### src/hdl/bmm_pkg.sv
`timescale 1ns / 1ps
// ----------------------------------------------------------------------------
// bmm_pkg
// Shared constants, types and address map of the banked memory map.
// ----------------------------------------------------------------------------
package bmm_pkg;

    localparam int ROM_BANKS      = 128;
    localparam int VRAM_BANKS     = 2;
    localparam int CART_RAM_BANKS = 4;
    localparam int WRAM_BANKS     = 7;

    localparam int ADDR_W     = 16;
    localparam int DATA_W     = 8;
    localparam int CFG_W      = 7;
    localparam int CFG_IDX_W  = 2;
    localparam int IN_TDATA_W = 24;

    localparam int ROM_BANK_W  = 7;
    localparam int VRAM_BANK_W = 1;
    localparam int CRAM_BANK_W = 2;
    localparam int WRAM_BANK_W = 3;

    localparam int ROM_PAGE_W  = 14;
    localparam int VRAM_PAGE_W = 13;
    localparam int CRAM_PAGE_W = 13;
    localparam int WRAM_PAGE_W = 12;
    localparam int HIGH_W      = 9;

    // page 0 of ROM and work RAM is the fixed page, banks follow from page 1
    localparam int ROM_DEPTH  = (ROM_BANKS + 1) * (1 << ROM_PAGE_W);
    localparam int VRAM_DEPTH = VRAM_BANKS * (1 << VRAM_PAGE_W);
    localparam int CRAM_DEPTH = CART_RAM_BANKS * (1 << CRAM_PAGE_W);
    localparam int WRAM_DEPTH = (WRAM_BANKS + 1) * (1 << WRAM_PAGE_W);
    localparam int HIGH_DEPTH = 1 << HIGH_W;

    localparam int ROM_IDX_W  = $clog2(ROM_DEPTH);
    localparam int ROM_PG_W   = ROM_IDX_W - ROM_PAGE_W;
    localparam int VRAM_IDX_W = $clog2(VRAM_DEPTH);
    localparam int CRAM_IDX_W = $clog2(CRAM_DEPTH);
    localparam int WRAM_IDX_W = $clog2(WRAM_DEPTH);

    localparam int MAX_A = (ROM_DEPTH > VRAM_DEPTH) ? ROM_DEPTH : VRAM_DEPTH;
    localparam int MAX_B = (CRAM_DEPTH > WRAM_DEPTH) ? CRAM_DEPTH : WRAM_DEPTH;
    localparam int MAX_C = (MAX_A > MAX_B) ? MAX_A : MAX_B;
    localparam int CLR_DEPTH = (MAX_C > HIGH_DEPTH) ? MAX_C : HIGH_DEPTH;
    localparam int CLR_W     = $clog2(CLR_DEPTH);
    localparam int CMD_IDX_W = $clog2(CLR_DEPTH);

    localparam logic [ADDR_W-1:0] ADDR_ROMX = 16'h4000;
    localparam logic [ADDR_W-1:0] ADDR_VRAM = 16'h8000;
    localparam logic [ADDR_W-1:0] ADDR_CRAM = 16'hA000;
    localparam logic [ADDR_W-1:0] ADDR_WRAM = 16'hC000;
    localparam logic [ADDR_W-1:0] ADDR_WRMX = 16'hD000;
    localparam logic [ADDR_W-1:0] ADDR_ECHO = 16'hE000;
    localparam logic [ADDR_W-1:0] ADDR_ECHX = 16'hF000;
    localparam logic [ADDR_W-1:0] ADDR_OAM  = 16'hFE00;
    localparam logic [ADDR_W-1:0] ADDR_HOLE = 16'hFEA0;
    localparam logic [ADDR_W-1:0] ADDR_IO   = 16'hFF00;

    typedef enum logic [CFG_IDX_W-1:0] {
        REG_ROM_BANK  = 2'd0,
        REG_VRAM_BANK = 2'd1,
        REG_CRAM_BANK = 2'd2,
        REG_WRAM_BANK = 2'd3
    } t_reg_idx;

    typedef enum logic [2:0] {
        TGT_ROM  = 3'd0,
        TGT_VRAM = 3'd1,
        TGT_CRAM = 3'd2,
        TGT_WRAM = 3'd3,
        TGT_HIGH = 3'd4,
        TGT_NONE = 3'd5
    } t_target;

    typedef struct packed {
        logic                  write;
        t_target               target;
        logic [CMD_IDX_W-1:0]  index;
        logic [DATA_W-1:0]     data;
    } t_cmd;

endpackage

### src/hdl/bmm_front.sv
`timescale 1ns / 1ps
// ----------------------------------------------------------------------------
// bmm_front
// Bank registers, address decode and transaction intake.
// ----------------------------------------------------------------------------
module bmm_front (
    input  logic                           i_clk,
    input  logic                           i_rst_n,
    input  logic                           i_cfg_we,
    input  logic [bmm_pkg::CFG_IDX_W-1:0]  i_cfg_idx,
    input  logic [bmm_pkg::CFG_W-1:0]      i_cfg_data,
    input  logic                           i_s_tvalid,
    output logic                           o_s_tready,
    input  logic [bmm_pkg::IN_TDATA_W-1:0] i_s_tdata,
    input  logic [0:0]                     i_s_tuser,
    input  logic                           i_q_ready,
    input  logic                           i_clr_done,
    output logic                           o_push,
    output bmm_pkg::t_cmd                  o_cmd
);
    import bmm_pkg::*;

    logic [ROM_BANK_W-1:0]  r_rom_bank;
    logic [VRAM_BANK_W-1:0] r_vram_bank;
    logic [CRAM_BANK_W-1:0] r_cram_bank;
    logic [WRAM_BANK_W-1:0] r_wram_bank;

    logic [ADDR_W-1:0]      addr;
    logic [ROM_PG_W-1:0]    rom_pg;
    logic [WRAM_BANK_W-1:0] wram_pg;

    // bank values are masked to width, then clamped to the last bank present
    always_ff @(posedge i_clk) begin
        if (!i_rst_n) begin
            r_rom_bank  <= '0;
            r_vram_bank <= '0;
            r_cram_bank <= '0;
            r_wram_bank <= '0;
        end else if (i_cfg_we) begin
            case (i_cfg_idx)
                REG_ROM_BANK: begin
                    if (32'(i_cfg_data[ROM_BANK_W-1:0]) >= ROM_BANKS)
                        r_rom_bank <= ROM_BANK_W'(ROM_BANKS - 1);
                    else
                        r_rom_bank <= i_cfg_data[ROM_BANK_W-1:0];
                end
                REG_VRAM_BANK: begin
                    if (32'(i_cfg_data[VRAM_BANK_W-1:0]) >= VRAM_BANKS)
                        r_vram_bank <= VRAM_BANK_W'(VRAM_BANKS - 1);
                    else
                        r_vram_bank <= i_cfg_data[VRAM_BANK_W-1:0];
                end
                REG_CRAM_BANK: begin
                    if (32'(i_cfg_data[CRAM_BANK_W-1:0]) >= CART_RAM_BANKS)
                        r_cram_bank <= CRAM_BANK_W'(CART_RAM_BANKS - 1);
                    else
                        r_cram_bank <= i_cfg_data[CRAM_BANK_W-1:0];
                end
                REG_WRAM_BANK: begin
                    if (32'(i_cfg_data[WRAM_BANK_W-1:0]) >= WRAM_BANKS)
                        r_wram_bank <= WRAM_BANK_W'(WRAM_BANKS - 1);
                    else
                        r_wram_bank <= i_cfg_data[WRAM_BANK_W-1:0];
                end
                default: begin
                end
            endcase
        end
    end

    assign addr    = i_s_tdata[ADDR_W-1:0];
    assign rom_pg  = ROM_PG_W'(r_rom_bank) + ROM_PG_W'(1);
    assign wram_pg = r_wram_bank + WRAM_BANK_W'(1);

    always_comb begin
        o_cmd.write = i_s_tuser[0];
        o_cmd.data  = i_s_tdata[ADDR_W +: DATA_W];
        if (addr < ADDR_ROMX) begin
            o_cmd.target = TGT_ROM;
            o_cmd.index  = CMD_IDX_W'(addr[ROM_PAGE_W-1:0]);
        end else if (addr < ADDR_VRAM) begin
            o_cmd.target = TGT_ROM;
            o_cmd.index  = CMD_IDX_W'({rom_pg, addr[ROM_PAGE_W-1:0]});
        end else if (addr < ADDR_CRAM) begin
            o_cmd.target = TGT_VRAM;
            o_cmd.index  = CMD_IDX_W'(VRAM_IDX_W'({r_vram_bank, addr[VRAM_PAGE_W-1:0]}));
        end else if (addr < ADDR_WRAM) begin
            o_cmd.target = TGT_CRAM;
            o_cmd.index  = CMD_IDX_W'(CRAM_IDX_W'({r_cram_bank, addr[CRAM_PAGE_W-1:0]}));
        end else if (addr < ADDR_WRMX || (addr >= ADDR_ECHO && addr < ADDR_ECHX)) begin
            o_cmd.target = TGT_WRAM;
            o_cmd.index  = CMD_IDX_W'(addr[WRAM_PAGE_W-1:0]);
        end else if (addr < ADDR_OAM) begin
            o_cmd.target = TGT_WRAM;
            o_cmd.index  = CMD_IDX_W'(WRAM_IDX_W'({wram_pg, addr[WRAM_PAGE_W-1:0]}));
        end else if (addr >= ADDR_HOLE && addr < ADDR_IO) begin
            o_cmd.target = TGT_NONE;
            o_cmd.index  = '0;
        end else begin
            // sprite table, I/O, high RAM and IE share one 512-byte page
            o_cmd.target = TGT_HIGH;
            o_cmd.index  = CMD_IDX_W'(addr[HIGH_W-1:0]);
        end
    end

    assign o_s_tready = i_q_ready && i_clr_done;
    assign o_push     = i_s_tvalid && o_s_tready;

endmodule

### config.mk
export PLATFORM = sky130hd
export DESIGN_NAME = bmm_front
export DESIGN_NICKNAME = d
export VERILOG_FILES = /design/src/hdl/bmm_pkg.sv /design/src/hdl/bmm_front.sv
export SDC_FILE = /design/constraint.sdc
export NUM_CORES = 1
export LEC_CHECK = 0
export BUFFER_PORTS_ARGS = -buffer_cell sky130_fd_sc_hd__buf_2
export CAP_MARGIN = 40
export CORE_AREA = 2 2 61 52
export CTS_BUF_LIST = sky130_fd_sc_hd__clkbuf_4
export DETAILED_ROUTE_END_ITERATION = 12
export DIE_AREA = 0 0 63 54
export PLACE_DENSITY_LB_ADDON = 0.08
export SLEW_MARGIN = 40
export SYNTH_ARGS = -nofsm -noshare
export SYNTH_HDL_FRONTEND = slang
export SYNTH_SLANG_ARGS = --single-unit
### constraint.sdc
create_clock -name i_clk -period 1.1 [get_ports i_clk]
set_input_delay 0.055 -clock i_clk [delete_from_list [all_inputs] [get_ports i_clk]]
set_output_delay 0.055 -clock i_clk [all_outputs]
set_load 0.02 [all_outputs]
# Yosys cells after proc, flatten, opt, wreduce, memory -nomap -nowiden
# Cells that the tools add are included.
# Widths: inputs -> output; s select.
# op_classes
add_sub_neg,2
order_cmp,11
n_eq_ne,3
mux,8
reduce_logical,10
# op_table
op,n
$mux 25,6
$lt 16x16->1 const B,7
$ge 16x16->1 const B,2
$mux 23,1
$lt 16x15->1 const B,1
$add 7x1->8 const B,1
$reduce_and 2->1,4
$eq 2x2->1 const B,2
$logic_and 1x1->1,4
$add 3x1->3 const B,1
$ge 3x3->1 const B,1
$mux 3,1
$eq 2x1->1 const B,1
$logic_not 2->1,1
$logic_or 1x1->1,1
# totals
register_bits,13
in_bits,40
output_inout_bits,36
elab_cells,38

# Logic depth before layout (Yosys ltp)
# Gate-level depths: netlist of the first run.
# logic_depth
word_depth,9
depth_mapped,4

# Worst setup path after synthesis of the first run
# No wires, ideal clock.
# synth_timing
path_type,register to output
from,reg r_rom_bank[0]
to,out o_cmd[28] (netlist name)
t_arrival_ns,1.342
required_time_ns,1.045
slack_ns,-0.297
stages_incl_launch_ff,5
n_path_buf,0
path_cell_list,dfxtp_1 -> ha_1 -> inv_1 -> or3_1 -> a21oi_1
# synth_lines
element,line,text
start: declaration,bmm_front.sv:23,logic [ROM_BANK_W-1:0] r_rom_bank;
start signal: assignment,bmm_front.sv:43,r_rom_bank <= ROM_BANK_W'(ROM_BANKS - 1);
start signal: assignment,bmm_front.sv:45,r_rom_bank <= i_cfg_data[ROM_BANK_W-1:0];
end: declaration,bmm_front.sv:19,output bmm_pkg::t_cmd o_cmd

==> flow_summary_export.csv, run 1 <==
group,metric,value,unit
synth,ys_seq_area_frac,0.2620,
power,p_sw_frac,0.3107,
clocking,root_buffer,"clkbuf_4",
clocking,clockBufferDepth,2,
synth,synth_seq_cells,13,
floorplan,die_x,63,um
setup_path,r2r_start,"r_rom_bank[0]",
job,max-cap-violations,0,
synth,synth_area_per_cell,8.348,sq um
min_path,min_path_type,"in2reg",
clocking,clock_latency,270,ps
setup_path,cpLargestDelayFamily,"flip-flops",
cells_and_area,final_net_count,226,
power,vdd_drop_max,496.2,uV
place,place_ws,-124.7,ps
timing,setup_ws,-393.4,ps
setup_path,cp.required,1040,ps
global_route,antenna_found_initial,0,
setup_path,path_class,"reg2out",
power,p_seq_frac,0.433,
synth,yosys.area.top_type,"dfxtp_1",
synth,synth_cells,119,
min_path,hp-start,"i_cfg_data[6]",
global_route,grt_pass1_wl,4.243,mm
timing,setup_viol,10,
clocking,clock-sinks,13,
cells_and_area,syn_to_final_growth,62.22,%
setup_path,cp-end-kind,"output pin",
synth,yosysUniqueCellTypes,33,
cells_and_area,fillers,282,
outcome,violations,"setup timing",
drt,first_pass_iters,4,
outcome,status,"complete, but fails checks",
power,leakagePower,0.7027,nW
cells_and_area,antenna_cells,0,
setup_path,path_cells,"ha_4 > inv_1 > or3_4 > a21oi_4 > buf_6",
drt,routedWlPerCell,11.96,um
power,p_clk_frac,0.251,
synth,synth_top_family_by_area,"simple AND/OR/NAND/NOR gates",
synth,syn_nets,161,
floorplan,fp.dieH,54,um
power,p_int,0.7893,mW
setup_path,slowest_delay,380,ps
synth,synth_area_leaders,"dfxtp_1, nor2b_1, mux2i_1, buf_4, nand3_1",
setup_path,timing.critical_path.from,"r_rom_bank[1]",
synth,synth_mux_area_frac,0.1310,
place,io_buffers,57,
floorplan,die_area,0.003402,sq mm
setup_path,start_kind,"flop",
setup_path,crit_fanout,3,
timing,tightest_slew,352.8,ps
synth,synth-simple-area-share,0.3627,
cells_and_area,layout-drive-gt1-share,0.5847,
synth,synth_fa_ha_area_frac,0.02519,
power,cellPowerDensity,710.5,mW/mm^2
floorplan,core,0.002860,sq mm
timing,slew-limit-headroom,0.7623,
floorplan,fp-row-count,18,
cells_and_area,regArea,281.5,sq um
timing,finalHoldViolations,0,
floorplan,start_util,0.3473,
place,globalplace.congestion,0.7560,
global_route,grt_start_max_net_pins,14,
synth,ys_warn_count,0,
drt,antenna_left,0,
power,combPwrFrac,0.316,
timing,rsz0062_at_grt,"yes",
timing,skew,0,ps
place,dp_hpwl,2.128,mm
global_route,grt_pass1_vias,924,
setup_path,critPathBufInv,2,
timing,setup_tns,-2329,ps
cells_and_area,multi_input_area,783.3,sq um
synth,syn-cell-area,993.5,sq um
clocking,h-tree-depth,1,
drt,first_iter_violations,6,
drt,drc,0,
setup_path,arrival,1440,ps
drt,vias_per_cell,4.659,
timing,timing.final.crit_share,1.358,
timing,maxSlewViolCount,0,
floorplan,io_pins,76,
clocking,cts_buffers,3,
global_route,gr-total-overflow,0,
synth,synth_top_area_share,0.2620,
power,p_switching,0.3557,mW
synth,synth_xor_area_frac,0.03526,
drt,vias,1039,
cells_and_area,utilization,0.5634,
synth,synth_compound_gate_area_share,0.07935,
timing,period_needed,1493,ps
setup_path,slowest_stage,"dfxtp_4",
drt,totalWireLength,2.667,mm
clocking,cts_tree,"yes",
global_route,track_usage,0.1630,
clocking,cts.clk_slew.worst_paths,80,ps
timing,max_freq,0.6696,GHz
registers in the layout, summed over array words and instances, names as in the netlist:
signal       flops
r_cram_bank      2
r_vram_bank      1
r_rom_bank       7
r_wram_bank      3
worst register-to-register path, delay by kind of cell (launching register included):
kind	cells	cell delay, ps
multiplexers	1	120
buffers and inverters	2	260
flip-flops	1	360
AND/OR/NAND/NOR	1	50
cells in the mapped netlist:
master    instances
dfxtp_1          13
a21boi_0          1
and3_1            1
xnor2_1           2
nor2b_1          25
or3_1             2
nand4b_1          1
buf_2             2
nand3_1           6
nor2_2            1
a32oi_1           1
inv_1             3
a31oi_1           1
nor4_4            1
nand4_1           2
nand2b_1          4
o221ai_1          1
o21ai_0           5
nand3b_1          2
o21bai_1          1
clkbuf_1          2
and2_1            2
nand4_2           1
nor2_1            5
nor3_1            1
a21oi_1           3
or2_2             1
ha_1              2
mux2i_1          13
nor3b_1           1
buf_4            10
xor2_1            2
nand2_1           1
logic make-up (layout without fill, tap and decap cells):
logic type | count (synthesis) | count (layout)
adder cells (fa/ha/maj) | 2 | 2
buffers and inverters | 17 | 81
XOR/XNOR | 4 | 4
AO/OA/AOI/OAI | 13 | 13
flip-flops | 13 | 13
multiplexers | 13 | 13
AND/OR/NAND/NOR | 57 | 57
per-layer routing:
metal	track usage	part of all wire
met5	0	0
met4	0.08519	0.0015
met3	0.04393	0.072
met2	0.2855	0.50
met1	0.1870	0.43
worst paths after layout:
path | endpoint | cells after the start | slack [ps]
setup / recovery | o_cmd[28] | 5 | -390
hold reg to reg | r_cram_bank[1] | 2 | 520
setup reg to reg | r_rom_bank[0] | 4 | 200
hold / removal | r_rom_bank[6] | 3 | 40
power by group through the flow:
stage,combinational (mW),clock (mW),sequential [mW]
after detailed placement,0.325,0,0.509
after floorplan,0.230,0,0.507
after CTS,0.351,0.307,0.500
after global routing,0.395,0.343,0.499
final,0.362,0.287,0.496
after global placement,0.322,0,0.508
through the flow:
step	cell area (sq um)	cells	hold slack, ps	power (mW)
after floorplan	1051	119	181.8	0.7369
after global placement	1399	216	110.2	0.8304
after detailed placement	1399	216	110.2	0.8338
after CTS	1548	222	29.27	1.158
after global routing	1612	223	34.97	1.236
final	1612	223	41.51	1.145
what timing repair did:
action                     CTS  global route
hold buffers                 0             0
buffers inserted             2             1
pin swaps                    9             4
resized for setup           26            12
setup endpoints to repair   10            18
layout make-up:
cell class,instances,area share
clock buffer,3,0.01398
clock inverter,1,0.003106
inverter,3,0.006988
multi-input combinational,89,0.4860
sequential,13,0.1747
tap,40,0.03106
timing repair buffer,74,0.2842
placed cells by master, fill, tap and decap left out, types with 2 or more instances in the layout:
master	n
buf_4	20
inv_1	3
nand3b_1	2
clkbuf_4	3
dfxtp_2	2
nor2_1	5
nand3_1	2
ha_4	2
mux2i_1	13
nor2b_1	25
dfxtp_1	6
buf_2	48
dfxtp_4	5
nand4_1	2
or3_4	2
o21ai_0	4
a21oi_4	2
buf_6	6
nand2b_1	3
nand3_2	4
xor2_1	2
Note: power is estimated with default switching activity, not from simulation.
==> run 2: changes to the inputs <==
CORE_AREA = 2 2 74 62   (was 2 2 61 52)
DIE_AREA = 0 0 76 64   (was 0 0 63 54)
MAX_ROUTING_LAYER = met4   (was default)
==> flow_summary_export.csv, run 2 (synthesis results as in run 1) <==
group,metric,value,unit
outcome,status,"complete, but fails checks",
outcome,violations,"setup timing",
min_path,min_path_type,"in2reg",
cells_and_area,syn_to_final_growth,66.37,%
cells_and_area,antenna_cells,0,
cells_and_area,layout-drive-gt1-share,0.5882,
global_route,grt_start_max_net_pins,14,
drt,routedWlPerCell,11.22,um
timing,max_freq,0.6703,GHz
place,io_buffers,57,
timing,finalHoldViolations,0,
job,max-cap-violations,0,
drt,totalWireLength,2.738,mm
setup_path,crit_fanout,4,
floorplan,io_pins,76,
global_route,grt_pass1_vias,1025,
timing,tightest_slew,317.9,ps
cells_and_area,layout_commonest_cell,"buf_2",
cells_and_area,largest-register,"r_rom_bank",
drt,antenna_left,0,
clocking,h-tree-depth,1,
setup_path,cp-end-kind,"output pin",
cells_and_area,top_regs,"r_rom_bank: 7 flops, r_wram_bank: 3 flops, r_cram_bank: 2 flops",
cells_and_area,layout_common_cells,"buf_2, nor2b_1, buf_4",
global_route,track_usage,0.1170,
global_route,gr-total-overflow,0,
timing,setup_tns,-2349,ps
cells_and_area,largest_register_ff_count,7,
setup_path,path_class,"reg2out",
clocking,cts.clk_slew.worst_paths,90,ps
place,globalplace.congestion,0.7312,
timing,maxSlewViolCount,0,
timing,timing.final.crit_share,1.356,
floorplan,start_util,0.2439,
timing,setup_ws,-391.8,ps
power,vdd_drop_max,536.5,uV
setup_path,arrival,1440,ps
setup_path,start_kind,"flop",
power,cellPowerDensity,696.3,mW/mm^2
drt,first_pass_iters,2,
drt,first_iter_violations,16,
clocking,cts_tree,"yes",
drt,vias_per_cell,4.324,
timing,period_needed,1492,ps
floorplan,fp-row-count,21,
clocking,root_buffer,"clkbuf_4",
clocking,cts_buffers,3,
drt,drc,0,
drt,vias,1055,
place,place_ws,-123.7,ps
timing,skew,0,ps
cells_and_area,final_net_count,230,
floorplan,fp.dieH,64,um
clocking,clockBufferDepth,2,
floorplan,die_area,0.004864,sq mm
setup_path,cp.required,1040,ps
place,dp_hpwl,2.282,mm
global_route,grt_pass1_wl,4.526,mm
timing,rsz0062_at_grt,"yes",
timing,setup_viol,10,
clocking,clock-sinks,13,
clocking,clock_latency,260,ps
global_route,antenna_found_initial,0,
floorplan,core,0.004073,sq mm
timing,slew-limit-headroom,0.7858,
power,leakagePower,0.7192,nW
clocking,hold_buffers,0,
floorplan,die_x,76,um
[run 2: per-layer routing]
metal | wire, um | up-vias | track usage
li1 | - | 540 | -
met1 | 1258 | 490 | 0.1470
met2 | 1352 | 19 | 0.1897
met3 | 99 | 6 | 0.02260
met4 | 27 | 0 | 0.04091
met5 | 0 | - | -
[run 2: cell type report]
class | count | area (sq um)
multi-input cells | 89 | 770.7
inverters | 3 | 11.26
clock inverters | 1 | 5.005
fillers | 413 | 2420
flip-flops and latches | 13 | 281.5
well taps | 57 | 71.32
clock buffers | 3 | 22.52
repair buffers | 78 | 490.5
[run 2: through the flow]
| stage | cells | utilization | hold WS [ps] | power [mW] | instance area, sq um |
|---|---|---|---|---|---|
| after floorplan | 119 | - | 181.8 | 0.7369 | 1051 |
| after global placement | 236 | 0.3542 | 110.1 | 0.8388 | 1443 |
| after detailed placement | 236 | 0.3542 | 110.1 | 0.8419 | 1443 |
| after CTS | 243 | 0.3923 | 35.78 | 1.163 | 1598 |
| after global routing | 244 | 0.4058 | 50.67 | 1.237 | 1653 |
| final | 244 | 0.4058 | 39.84 | 1.151 | 1653 |
[run 2: path summary, 6_finish.rpt]
check | slack, ps | to | cells after the start | from
min reg2reg | 520 | r_vram_bank | 2 | r_vram_bank
max reg2reg | 250 | r_wram_bank[0] | 4 | r_wram_bank[0]
min | 40 | r_rom_bank[4] | 3 | i_cfg_data[4]
max | -390 | o_cmd[28] | 5 | r_rom_bank[0]
[run 2: power by group]
group	internal [mW]	total [mW]	leakage, nW	switching (mW)
combinational	0.177	0.365	0.591	0.188
clock	0.135	0.290	0.0177	0.156
sequential	0.479	0.496	0.110	0.0165
total	0.791	1.15	0.719	0.360
[run 2: critical path: stages (launching register included)]
cell and delay [ps]:
dfxtp_4 380, ha_4 120, inv_1 40, or3_4 370, a21oi_4 130, buf_6 120
[run 2: what timing repair did]
action                                  CTS  global route
buffers inserted                          3             3
endpoints found under the setup margin   10            22
pin swaps                                 9             7
resized for setup                        26            12
