$ cat config.mk
export PLATFORM = sky130hd
export DESIGN_NAME = bmm_queue
export DESIGN_NICKNAME = d
export VERILOG_FILES = /design/src/hdl/bmm_pkg.sv /design/src/hdl/bmm_queue.sv
export SDC_FILE = /design/constraint.sdc
export NUM_CORES = 1
export LEC_CHECK = 0
export BUFFER_PORTS_ARGS = -buffer_cell sky130_fd_sc_hd__buf_2
export CAP_MARGIN = 20
export CORE_MARGIN = 3
export CORE_UTILIZATION = 51
export DETAILED_ROUTE_END_ITERATION = 16
export PLACE_DENSITY = 0.78
export SYNTH_ARGS = -nofsm -noshare
export SYNTH_HDL_FRONTEND = slang
export SYNTH_SLANG_ARGS = --single-unit
$ cat constraint.sdc
create_clock -name i_clk -period 2.84 [get_ports i_clk]
set_input_delay 0.568 -clock i_clk [delete_from_list [all_inputs] [get_ports i_clk]]
set_output_delay 0.568 -clock i_clk [all_outputs]
set_load 0.05 [all_outputs]
$ cat src/hdl/bmm_pkg.sv
`timescale 1ns / 1ps
// ----------------------------------------------------------------------------
// bmm_pkg
// Shared constants, types and address map of the banked memory map.
// ----------------------------------------------------------------------------
package bmm_pkg;

    localparam int ROM_BANKS      = 128;
    localparam int VRAM_BANKS     = 2;
    localparam int CART_RAM_BANKS = 4;
    localparam int WRAM_BANKS     = 7;

    localparam int ADDR_W     = 16;
    localparam int DATA_W     = 8;
    localparam int CFG_W      = 7;
    localparam int CFG_IDX_W  = 2;
    localparam int IN_TDATA_W = 24;

    localparam int ROM_BANK_W  = 7;
    localparam int VRAM_BANK_W = 1;
    localparam int CRAM_BANK_W = 2;
    localparam int WRAM_BANK_W = 3;

    localparam int ROM_PAGE_W  = 14;
    localparam int VRAM_PAGE_W = 13;
    localparam int CRAM_PAGE_W = 13;
    localparam int WRAM_PAGE_W = 12;
    localparam int HIGH_W      = 9;

    // page 0 of ROM and work RAM is the fixed page, banks follow from page 1
    localparam int ROM_DEPTH  = (ROM_BANKS + 1) * (1 << ROM_PAGE_W);
    localparam int VRAM_DEPTH = VRAM_BANKS * (1 << VRAM_PAGE_W);
    localparam int CRAM_DEPTH = CART_RAM_BANKS * (1 << CRAM_PAGE_W);
    localparam int WRAM_DEPTH = (WRAM_BANKS + 1) * (1 << WRAM_PAGE_W);
    localparam int HIGH_DEPTH = 1 << HIGH_W;

    localparam int ROM_IDX_W  = $clog2(ROM_DEPTH);
    localparam int ROM_PG_W   = ROM_IDX_W - ROM_PAGE_W;
    localparam int VRAM_IDX_W = $clog2(VRAM_DEPTH);
    localparam int CRAM_IDX_W = $clog2(CRAM_DEPTH);
    localparam int WRAM_IDX_W = $clog2(WRAM_DEPTH);

    localparam int MAX_A = (ROM_DEPTH > VRAM_DEPTH) ? ROM_DEPTH : VRAM_DEPTH;
    localparam int MAX_B = (CRAM_DEPTH > WRAM_DEPTH) ? CRAM_DEPTH : WRAM_DEPTH;
    localparam int MAX_C = (MAX_A > MAX_B) ? MAX_A : MAX_B;
    localparam int CLR_DEPTH = (MAX_C > HIGH_DEPTH) ? MAX_C : HIGH_DEPTH;
    localparam int CLR_W     = $clog2(CLR_DEPTH);
    localparam int CMD_IDX_W = $clog2(CLR_DEPTH);

    localparam logic [ADDR_W-1:0] ADDR_ROMX = 16'h4000;
    localparam logic [ADDR_W-1:0] ADDR_VRAM = 16'h8000;
    localparam logic [ADDR_W-1:0] ADDR_CRAM = 16'hA000;
    localparam logic [ADDR_W-1:0] ADDR_WRAM = 16'hC000;
    localparam logic [ADDR_W-1:0] ADDR_WRMX = 16'hD000;
    localparam logic [ADDR_W-1:0] ADDR_ECHO = 16'hE000;
    localparam logic [ADDR_W-1:0] ADDR_ECHX = 16'hF000;
    localparam logic [ADDR_W-1:0] ADDR_OAM  = 16'hFE00;
    localparam logic [ADDR_W-1:0] ADDR_HOLE = 16'hFEA0;
    localparam logic [ADDR_W-1:0] ADDR_IO   = 16'hFF00;

    typedef enum logic [CFG_IDX_W-1:0] {
        REG_ROM_BANK  = 2'd0,
        REG_VRAM_BANK = 2'd1,
        REG_CRAM_BANK = 2'd2,
        REG_WRAM_BANK = 2'd3
    } t_reg_idx;

    typedef enum logic [2:0] {
        TGT_ROM  = 3'd0,
        TGT_VRAM = 3'd1,
        TGT_CRAM = 3'd2,
        TGT_WRAM = 3'd3,
        TGT_HIGH = 3'd4,
        TGT_NONE = 3'd5
    } t_target;

    typedef struct packed {
        logic                  write;
        t_target               target;
        logic [CMD_IDX_W-1:0]  index;
        logic [DATA_W-1:0]     data;
    } t_cmd;

endpackage

$ cat src/hdl/bmm_queue.sv
`timescale 1ns / 1ps
// ----------------------------------------------------------------------------
// bmm_queue
// Two-entry command queue between decode and memory access.
// ----------------------------------------------------------------------------
module bmm_queue (
    input  logic          i_clk,
    input  logic          i_rst_n,
    input  logic          i_push,
    input  bmm_pkg::t_cmd i_cmd,
    output logic          o_ready,
    output logic          o_valid,
    output bmm_pkg::t_cmd o_cmd,
    input  logic          i_pop
);
    import bmm_pkg::*;

    t_cmd       r_slot [2];
    logic       r_wr_ptr;
    logic       r_rd_ptr;
    logic [1:0] r_count;

    always_ff @(posedge i_clk) begin
        if (i_push)
            r_slot[r_wr_ptr] <= i_cmd;
    end

    always_ff @(posedge i_clk) begin
        if (!i_rst_n) begin
            r_wr_ptr <= 1'b0;
            r_rd_ptr <= 1'b0;
            r_count  <= 2'd0;
        end else begin
            if (i_push)
                r_wr_ptr <= ~r_wr_ptr;
            if (i_pop)
                r_rd_ptr <= ~r_rd_ptr;
            case ({i_push, i_pop})
                2'b10:   r_count <= r_count + 2'd1;
                2'b01:   r_count <= r_count - 2'd1;
                default: r_count <= r_count;
            endcase
        end
    end

    assign o_ready = (r_count != 2'd2);
    assign o_valid = (r_count != 2'd0);
    assign o_cmd   = r_slot[r_rd_ptr];

endmodule

# Word level (Yosys, flattened, before mapping)
# Memory sizes are Yosys's and may differ from the RTL's. A register that Yosys moved wholly into a read port is not among the register bits.
# Cells that the tools add are included.
totals:
  word_cells: 18
  ff_bits: 4
  output_inout_bits: 36
  ram_bits: 68
  input_bits: 38
  n_memories: 1
mem_list:
  columns: ["name", "words", "width", "rd", "rd_ports_with_merged_regs", "wr", "line", "source"]
  rows:
  - ["r_slot", 2, 34, 1, 1, 1, "bmm_queue.sv:18", "t_cmd r_slot [2];"]
classes:
  eq_ne: 3
  mux: 5
  addsub: 2
  bitwise_logic: 2
  n_reduce_logical: 2
ops:
  columns: ["operator", "count"]
  rows:
  - ["$mux W1", 4]
  - ["$pmux W2 S2", 1]
  - ["$reduce_bool A2 Y1", 2]
  - ["$add A2 B1 Y2 const B", 1]
  - ["$eq A2 B1 Y1 const B", 1]
  - ["$eq A2 B2 Y1 const B", 1]
  - ["$ne A2 B2 Y1 const B", 1]
  - ["$not A1 Y1", 2]
  - ["$sub A2 B1 Y2 const B", 1]

# Longest topological paths before layout
# Gate-level depths: netlist of the first run.
depth:
  depth_word: 3
  ltp_mapped: 5
  ltp_nobuf: 5

# Least setup slack after synthesis of the first run
# OpenSTA, ideal clock, no wires.
synth_timing:
  path_kind: "input port to flip-flop"
  from: "input port i_push"
  to: "memory r_slot[0][0] (netlist name), enable pin"
  slack_ns: 0.326
  path_buffers: 0
  t_arrival_ns: 2.087
  required_ns: 2.413
  stages: 2
  setup_ns: 0.427
  cell_sequence: "inv_1 -> nor2_1"
synth_between:
  elab_chain_cells: 2
synth_lines:
  columns: ["element", "line", "source"]
  rows:
  - ["from (decl)", "bmm_queue.sv:9", "input logic i_push,"]
  - ["$mux W1", "bmm_queue.sv:24", "if (i_push)"]
  - ["$mux W1 (not written as such)", "bmm_queue.sv:25", "r_slot[r_wr_ptr] <= i_cmd;"]
  - ["to (decl)", "bmm_queue.sv:18", null]
# No other way between the ends.

==> results.sh, run 1 <==
export IMPL_cts_hold_buf=0
export IMPL_antenna_cells=0
export IMPL_cts_sinks=73
export IMPL_place_area_um2=3140
export IMPL_clk_pin_slew_ns=0.07
export IMPL_status="finished, final reports clean"
export IMPL_areaGrowthSynthToFinish_pct=26.6
export IMPL_setup_viol=0
export IMPL_chipWidth_um=78.2
export IMPL_setup_slack_ns=0.755
export IMPL_ys_top_cells_by_area="edfxtp_1 (77%), mux2_1 (14%), dfxtp_1 (3.8%)"
export IMPL_grt_start_max_net_pins=35
export IMPL_avgRoutedWirePerCell_um=15.6
export IMPL_min_from="i_cmd[12]"
export IMPL_drv_slew=0
export IMPL_rows=25
export IMPL_synth_top_area_share_pct=76.7
export IMPL_cp_cell_sequence="buf_4, mux2_1, buf_2"
export IMPL_port_buffers=73
export IMPL_leakage_nw=1.30
export IMPL_hpwlAfterDp_um=3070
export IMPL_syn_area_per_cell_um2=20.8
export IMPL_worstSetupEndpointType="primary output"
export IMPL_synth_net_count=167
export IMPL_post_cts_setup_buffers=0
export IMPL_clock_latency_ns=0.33
export IMPL_synth_warnings=0
export IMPL_grt_pass1_wl_um=7080
export IMPL_dieArea_um2=6120
export IMPL_seq_area_frac_synth_pct=80.5
export IMPL_critPathTopFamily="buffers and inverters"
export IMPL_rrSetupSlack_ns=1.60
export IMPL_slowest_delay_ns=0.36
export IMPL_dp_cells=269
export IMPL_reg2reg_to="r_slot[0][11]"
export IMPL_path_buf_inv=2
export IMPL_finalWirelength_um=4440
export IMPL_place_congestion=0.705
export IMPL_pin_count=74
export IMPL_rsz0062_at_grt="false"
export IMPL_ys_types=17
export IMPL_slew_headroom_pct=69.0
export IMPL_synthCells=128
export IMPL_synth_seq_cells=73
export IMPL_fin_crit_ns=2.08
export IMPL_min_path_type="input pin to register"
export IMPL_skew_ns=0.00642
export IMPL_worstMarginPinSlew_ns=0.465
export IMPL_drtIter0Drc=49
export IMPL_path_class="register to primary output"
export IMPL_tns_ns=0
export IMPL_vias_per_cell=4.78
export IMPL_die_h_um=78.2
export IMPL_design_area_um2=3370
export IMPL_ant_nets=0
export IMPL_holdPathEnd="r_slot[0][12]"
export IMPL_grt_overflow_total=0
export IMPL_ir_drop_uv=428
export IMPL_whs_path_depth=1
export IMPL_tritoncts="yes"
export IMPL_worstSetupStartpointType="register"
export IMPL_via_count=1363
export IMPL_cts_buffers=9
export IMPL_final_nets=252
export IMPL_fmax_ghz=0.480
export IMPL_syn_area_um2=2660
export IMPL_worstPathArrival_ns=1.52
export IMPL_max_clock_path_buffers=2
export IMPL_cp_required_ns=2.27
export IMPL_core_um2=4880
export IMPL_period_share_pct=73.4
export IMPL_initial_core_util_pct=54.5
export IMPL_place_ws_ns=1.10
export IMPL_htreeDepth=3
export IMPL_power_density_nw_per_um2=766
export IMPL_antenna_found_initial=0
export IMPL_drv_cap=0
export IMPL_first_pass_iters=4
export IMPL_rr_startpoint="r_wr_ptr"
export IMPL_cts_resized_gates=0
export IMPL_rr_worst_depth=2
export IMPL_critPathSlowestCell="mux2_1"
export IMPL_final_hold_viol_count=0
export IMPL_crit_path_max_fanout=19
export IMPL_grt_usage_pct=15.8
export IMPL_drc=0
export IMPL_clock_root_buffer="clkbuf_8"
export IMPL_drive_gt1_share_pct=43.6
export IMPL_synth_top_area_cell="edfxtp_1"
export IMPL_grt_pass1_vias=1476
export IMPL_fin_cells=285
-- registers in the layout, summed over array words and instances, names as in the netlist, named ones only --
signal	flops
r_count	2
r_wr_ptr	1
r_slot	68
r_rd_ptr	1
-- cell usage after synthesis --
cell	number
a21boi_1	1
and2_1	4
buf_2	4
dfxtp_1	5
edfxtp_1	68
ha_1	1
inv_1	1
mux2_1	34
nand2b_1	1
nor2_1	1
nor2b_1	1
o21a_1	1
o21ai_0	1
or2_2	1
or3_1	1
xnor2_1	2
xor2_1	1
-- cells by family after synthesis --
family / share of synthesized area [%]
AO/OA/AOI/OAI: 0.752
XOR/XNOR: 0.987
adder cells (fa/ha/maj): 0.470
buffers and inverters: 0.893
flip-flops: 80.5
multiplexers: 14.4
AND/OR/NAND/NOR: 2.02
-- worst reg2reg max path: stages (launching register included) --
cell and delay, ns:
dfxtp_1 0.34, nor2_4 0.11, buf_4 0.41
-- cells in the final DEF (no fill, tap or decap) --
master     Yosys  layout
or2_2          1       1
buf_4          0       5
ha_1           1       1
clkinv_1       0       1
and2_1         4       4
nor2b_1        1       1
bufinv_16      0       3
xor2_1         1       1
nor2_4         0       1
clkbuf_8       0       9
xnor2_1        2       2
clkinv_2       0       3
buf_2          4      73
o21ai_0        1       1
inv_1          1       1
dfxtp_1        5       5
edfxtp_1      68      68
or3_1          1       1
mux2_1        34      34
nand2b_1       1       1
o21a_1         1       1
a21boi_1       1       1
-- final cells by class --
cell class	count	area (µm²)
sequential	73	2140
timing repair buffer	78	403
multi-input combinational	50	503
clock inverter	7	109
fill	357	1510
tap	67	83.8
clock buffer	9	124
inverter	1	3.75
-- where the power goes --
part | internal (mW) | total [mW] | switching [mW]
sequential | 1.24 | 1.26 | 0.0166
clock | 0.576 | 0.923 | 0.348
combinational | 0.111 | 0.402 | 0.292
-- metrics by stage --
stage	util (%)	total power [mW]	hold slack, ns
5_1_grt	69.0	2.69	0.398
2_1_floorplan	-	1.57	0.466
6_report	69.0	2.58	0.424
3_3_place_gp	64.3	1.67	0.476
3_5_place_dp	64.3	1.69	0.497
4_1_cts	69.0	2.61	0.402
-- per-layer routing --
| layer | vias up | GRT usage [%] | part of all wire (%) |
|---|---|---|---|
| li1 | 662 | - | - |
| met1 | 659 | 18.5 | 42 |
| met2 | 37 | 25.6 | 51 |
| met3 | 5 | 5.16 | 6.0 |
| met4 | 0 | 8.92 | 1.3 |
| met5 | - | 0 | 0 |
-- how the worst max path moves through the flow --
stage                               to  slack (ns)  cells after the start
after floorplan           r_slot[0][0]        0.33                      2
after global placement       o_cmd[32]        1.12                      3
after detailed placement     o_cmd[17]        1.10                      3
after CTS                    o_cmd[17]        0.72                      3
after global routing         o_cmd[29]        0.66                      3
final                        o_cmd[29]        0.76                      3
(Power assumes the default switching activity.)
==> inputs of run 2 (changes only) <==
Settings changed: ABC_AREA set to 1, CORE_UTILIZATION 51 to 52, PLACE_DENSITY 0.78 to 0.79.
Clock period 2.84 ns to 2.1 ns, I/O delays scaled along.
==> run 2 against run 1 <==
Net effect:
- via count up 4.9%
- clock skew down 0.0024 ns
- critical path depth is the same
- global-route usage decreased by 0.70 points
- area after synthesis increased by 6.5%
- worst setup slack lost 0.59 ns
- clock power up 5.3%
- sequential power grew 35%
- first-iteration DRC count rose by 63%
- synthesized cell count rose by 9.4%
- combinational power grew 33%
- cell area rose by 1.9%
- largest cell class unchanged
==> results.sh, run 2 <==
export IMPL_skew_ns=0.00402
export IMPL_async_reset_ff_share_pct=0
export IMPL_via_count=1430
export IMPL_dieArea_um2=6370
export IMPL_clock_root_buffer="clkbuf_8"
export IMPL_dp_cells=282
export IMPL_period_share_pct=92.0
export IMPL_power_density_nw_per_um2=935
export IMPL_synth_warnings=0
export IMPL_ys_types=14
export IMPL_ys_top_cells_by_area="edfxtp_1 (72%), mux2_4 (16%), dfxtp_1 (3.5%)"
export IMPL_mostFrequentLayoutCells="buf_2 (73), edfxtp_1 (68), mux2_4 (30)"
export IMPL_p_total_mw=3.21
export IMPL_seq_area_frac_synth_pct=75.6
export IMPL_place_ws_ns=0.518
export IMPL_antenna_found_initial=0
export IMPL_syn_area_um2=2830
export IMPL_critPathSlowestCell="mux2_2"
export IMPL_tritoncts="yes"
export IMPL_grt_pass1_wl_um=6910
export IMPL_syn_area_per_cell_um2=20.2
export IMPL_final_hold_viol_count=0
export IMPL_grt_pass1_vias=1454
export IMPL_fmax_ghz=0.518
export IMPL_largest_reg_flops=68
export IMPL_drtIter0Drc=80
export IMPL_holdPathEnd="r_slot[0][26]"
export IMPL_final_common_cell="buf_2"
export IMPL_hold_slack_ns=0.277
export IMPL_rsz0062_at_grt="false"
export IMPL_drv_cap=0
export IMPL_clk_pin_slew_ns=0.07
export IMPL_crit_path_max_fanout=34
export IMPL_top_register="r_slot"
export IMPL_initial_core_util_pct=54.4
export IMPL_pin_count=74
export IMPL_rr_worst_depth=3
export IMPL_grt_start_max_net_pins=35
export IMPL_status="finished, final reports clean"
export IMPL_synthFlopType="edfxtp_1"
export IMPL_synthTopCellsByCount="edfxtp_1 (68), mux2_4 (30), nor2_1 (10)"
export IMPL_whs_path_depth=1
export IMPL_drv_slew=0
export IMPL_synthCells=140
export IMPL_path_buf_inv=2
export IMPL_synth_net_count=179
export IMPL_cts_buffers=9
export IMPL_worstMarginPinSlew_ns=0.473
export IMPL_fin_cells=297
export IMPL_clkPwrFrac_pct=30.3
export IMPL_port_buffers=73
export IMPL_post_cts_setup_buffers=0
export IMPL_chipWidth_um=79.8
export IMPL_setup_viol=0
export IMPL_synth_seq_cells=73
export IMPL_setup_slack_ns=0.168
export IMPL_rows=26
export IMPL_die_h_um=79.8
export IMPL_synth_top_area_share_pct=72.1
export IMPL_drive_gt1_share_pct=54.6
export IMPL_seqPwrFrac_pct=53.0
export IMPL_min_path_type="input pin to register"
export IMPL_worstSetupStartpointType="register"
export IMPL_areaGrowthSynthToFinish_pct=21.1
export IMPL_min_from="i_cmd[26]"
export IMPL_cts_hold_buf=0
export IMPL_cts_sinks=73
export IMPL_slew_headroom_pct=68.5
export IMPL_cp_cell_sequence="buf_12, mux2_2, buf_2"
export IMPL_max_clock_path_buffers=2
export IMPL_rrSetupSlack_ns=0.81
export IMPL_synth_top_area_cell="edfxtp_1"
export IMPL_final_nets=262
export IMPL_grt_overflow_total=0
export IMPL_ir_drop_uv=578
export IMPL_finalWirelength_um=4510
export IMPL_hpwlAfterDp_um=3080
export IMPL_path_class="register to primary output"
export IMPL_reg2reg_to="r_slot[1][8]"
export IMPL_antenna_cells=0
export IMPL_critPathTopFamily="buffers and inverters"
export IMPL_grt_usage_pct=15.1
export IMPL_avgRoutedWirePerCell_um=15.2
export IMPL_ant_nets=0
export IMPL_synth_most_common_cell="edfxtp_1"
export IMPL_clock_latency_ns=0.33
export IMPL_drc=0
export IMPL_htreeDepth=3
export IMPL_fin_crit_ns=1.93
export IMPL_tns_ns=0
export IMPL_vias_per_cell=4.81
export IMPL_cts_resized_gates=0
export IMPL_place_area_um2=3260
export IMPL_place_congestion=0.766
export IMPL_worstSetupEndpointType="primary output"
export IMPL_cp_required_ns=1.68
export IMPL_intPower_mw=2.38
export IMPL_rr_startpoint="r_wr_ptr"
export IMPL_p_switching_uw=833
export IMPL_utilization_pct=66.0
export IMPL_leakage_nw=1.40
export IMPL_largestRegisters="r_slot x68, r_count x2"
export IMPL_core_um2=5200
export IMPL_design_area_um2=3430
export IMPL_p_comb_share_pct=16.7
export IMPL_sw_frac_of_total_pct=25.9
export IMPL_worstPathArrival_ns=1.51
export IMPL_slowest_delay_ns=0.37
export IMPL_first_pass_iters=4
export IMPL_synth_edf_count=68
-- run 2: cell types whose count changed after synthesis, moves of 3 or more --
cell	before	now
buf_12	0	3
nor2_1	1	10
mux2_1	34	0
mux2_2	0	4
nand2_1	0	9
mux2_4	0	30
inv_1	1	5
and2_1	4	0
buf_2	4	0
-- run 2: layout make-up --
class                      instances  area (µm²)
clock buffer                       9         124
clock inverter                     6        50.0
fill                             385        1770
inverter                           5        18.8
multi-input combinational         58         609
sequential                        73        2140
tap                               70        87.6
timing repair buffer              76         400
-- run 2: kinds of logic after synthesis --
kind of cell,count (synthesis),synth area share [%]
flops,73,75.6
compound gates,2,0.353
simple gates,21,2.96
mux,34,17.5
buf+inv,9,3.18
fa+ha+maj,1,0.441
-- run 2: how the worst max path moves through the flow --
stage | to | slack (ns) | start | cells past startpoint
final | o_cmd[23] | 0.17 | register | 3
after CTS | o_cmd[23] | 0.15 | register | 3
after floorplan | r_slot[0][0] | 0.35 | i_push | 2
after detailed placement | o_cmd[23] | 0.52 | register | 3
after global routing | o_cmd[28] | 0.10 | register | 3
after global placement | o_cmd[23] | 0.53 | register | 3
-- run 2: power groups by stage --
stage | clock (mW) | combinational (mW) | sequential (mW)
final | 0.972 | 0.536 | 1.70
after CTS | 1.00 | 0.542 | 1.70
after floorplan | 0 | 0.432 | 1.73
after global placement | 0 | 0.532 | 1.73
after detailed placement | 0 | 0.542 | 1.73
after global routing | 1.07 | 0.563 | 1.71
-- run 2: layer usage --
| metal | routed length [µm] | vias to the layer above | global-route usage, % |
|---|---|---|---|
| li1 | - | 689 | - |
| met1 | 1790 | 686 | 17.3 |
| met2 | 2390 | 47 | 25.0 |
| met3 | 254 | 8 | 4.97 |
| met4 | 76 | 0 | 7.77 |
| met5 | 0 | - | 0 |
==> inputs of run 3 (changes only) <==
Settings changed: MAX_ROUTING_LAYER set to met4.
Clock period 2.1 ns to 2.02 ns, I/O delays scaled along.
==> run 3 against run 2 <==
Net effect:
- wire length is 0.80% lower
- clock power is 21% higher
- worst setup slack worse by 0.078 ns
- clock-buffer cell count is 1 higher
==> results.sh, run 3 (synthesized netlist as in run 2, its figures left out) <==
export IMPL_status="finished, final reports clean"
export IMPL_fill_cells=377
export IMPL_grt_overflow_total=0
export IMPL_fin_crit_ns=1.93
export IMPL_vias_per_cell=4.86
export IMPL_design_area_um2=3500
export IMPL_crit_path_max_fanout=16
export IMPL_cts_sinks=73
export IMPL_largest_reg_flops=68
export IMPL_fin_cells=299
export IMPL_drtIter0Drc=60
export IMPL_setup_viol=0
export IMPL_top_register="r_slot"
export IMPL_grt_usage_pct=14.9
export IMPL_slew_headroom_pct=68.4
export IMPL_drc=0
export IMPL_place_ws_ns=0.341
export IMPL_fmax_ghz=0.518
export IMPL_htreeDepth=3
export IMPL_worstSetupStartpointType="register"
export IMPL_hpwlAfterDp_um=3070
export IMPL_clkPwrFrac_pct=33.5
export IMPL_post_cts_setup_buffers=0
export IMPL_ir_drop_uv=671
export IMPL_leakage_nw=1.43
export IMPL_place_congestion=0.690
export IMPL_largestRegisters="r_slot x68, r_count x2"
export IMPL_initial_core_util_pct=54.4
export IMPL_worstMarginPinSlew_ns=0.474
export IMPL_rsz0062_at_grt="false"
export IMPL_chipWidth_um=79.8
export IMPL_final_hold_viol_count=0
export IMPL_skew_ns=0.00664
export IMPL_drive_gt1_share_pct=56.3
export IMPL_die_h_um=79.8
export IMPL_grt_start_max_net_pins=35
export IMPL_cts_buffers=9
export IMPL_max_clock_path_buffers=2
export IMPL_antenna_cells=0
export IMPL_sw_frac_of_total_pct=25.3
export IMPL_period_share_pct=95.5
export IMPL_mostFrequentLayoutCells="buf_2 (73), edfxtp_1 (68), mux2_4 (30)"
export IMPL_clk_pin_slew_ns=0.07
export IMPL_cp_required_ns=1.62
export IMPL_core_um2=5200
export IMPL_cts_hold_buf=0
export IMPL_final_nets=263
export IMPL_antenna_found_initial=0
export IMPL_seqPwrFrac_pct=50.5
export IMPL_power_density_nw_per_um2=1000
export IMPL_path_class="register to primary output"
export IMPL_p_comb_share_pct=16.0
export IMPL_finalWirelength_um=4480
export IMPL_tritoncts="yes"
export IMPL_drv_cap=0
export IMPL_grt_pass1_wl_um=6750
export IMPL_intPower_mw=2.62
export IMPL_final_common_cell="buf_2"
export IMPL_grt_pass1_vias=1421
export IMPL_cts_resized_gates=1
export IMPL_place_area_um2=3290
export IMPL_clock_root_buffer="clkbuf_8"
export IMPL_tns_ns=0
export IMPL_first_pass_iters=4
export IMPL_ant_nets=0
export IMPL_p_switching_uw=890
export IMPL_hold_slack_ns=0.259
export IMPL_dp_cells=283
export IMPL_via_count=1453
export IMPL_utilization_pct=67.3
export IMPL_pin_count=74
export IMPL_areaGrowthSynthToFinish_pct=23.7
export IMPL_drv_slew=0
export IMPL_clock_latency_ns=0.33
export IMPL_setup_slack_ns=0.0902
export IMPL_worstSetupEndpointType="primary output"
export IMPL_p_total_mw=3.51
export IMPL_rows=26
export IMPL_port_buffers=73
export IMPL_worstPathArrival_ns=1.53
export IMPL_avgRoutedWirePerCell_um=15.0
export IMPL_min_path_type="input pin to register"
export IMPL_dieArea_um2=6370
==> run 3: layer usage <==
metal | vias to the layer above | track usage [%] | part of all wire [%]
met3 | 5 | 3.84 | 4.6
li1 | 694 | - | -
met4 | 0 | 7.60 | 0.89
met1 | 712 | 16.6 | 40
met2 | 42 | 24.8 | 55
met5 | - | - | 0
==> run 3: power by group through the flow <==
stage | logic [mW] | registers, mW | clock network, mW
6_report | 0.563 | 1.77 | 1.18
5_1_grt | 0.590 | 1.78 | 1.27
4_1_cts | 0.569 | 1.78 | 1.21
3_5_place_dp | 0.569 | 1.81 | 0
3_3_place_gp | 0.560 | 1.80 | 0
2_1_floorplan | 0.449 | 1.80 | 0
==> run 3: worst paths after layout <==
path	startpoint	end	slack [ns]	depth (start not counted)
setup / recovery	register	o_cmd[20]	0.09	3
hold / removal	i_cmd[12]	r_slot[1][12]	0.26	1
setup reg to reg	r_wr_ptr	r_slot[1][5]	0.72	3
hold reg to reg	r_rd_ptr	r_rd_ptr	0.51	2
==> run 3: final cells by class <==
| cell class | count | area (µm²) | share of cell area, % |
|---|---|---|---|
| clock inverter | 6 | 82.6 | 2.36 |
| clock buffer | 10 | 128 | 3.64 |
| tap | 70 | 87.6 | 2.50 |
| timing repair buffer | 77 | 433 | 12.4 |
| multi-input combinational | 58 | 609 | 17.4 |
| sequential | 73 | 2150 | 61.2 |
| inverter | 5 | 18.8 | 0.536 |
==> run 3: worst max-delay path, stage by stage, from the launching register on <==
cell	delay [ns]
dfxtp_4	0.46
buf_12	0.20
mux2_4	0.32
buf_2	0.21
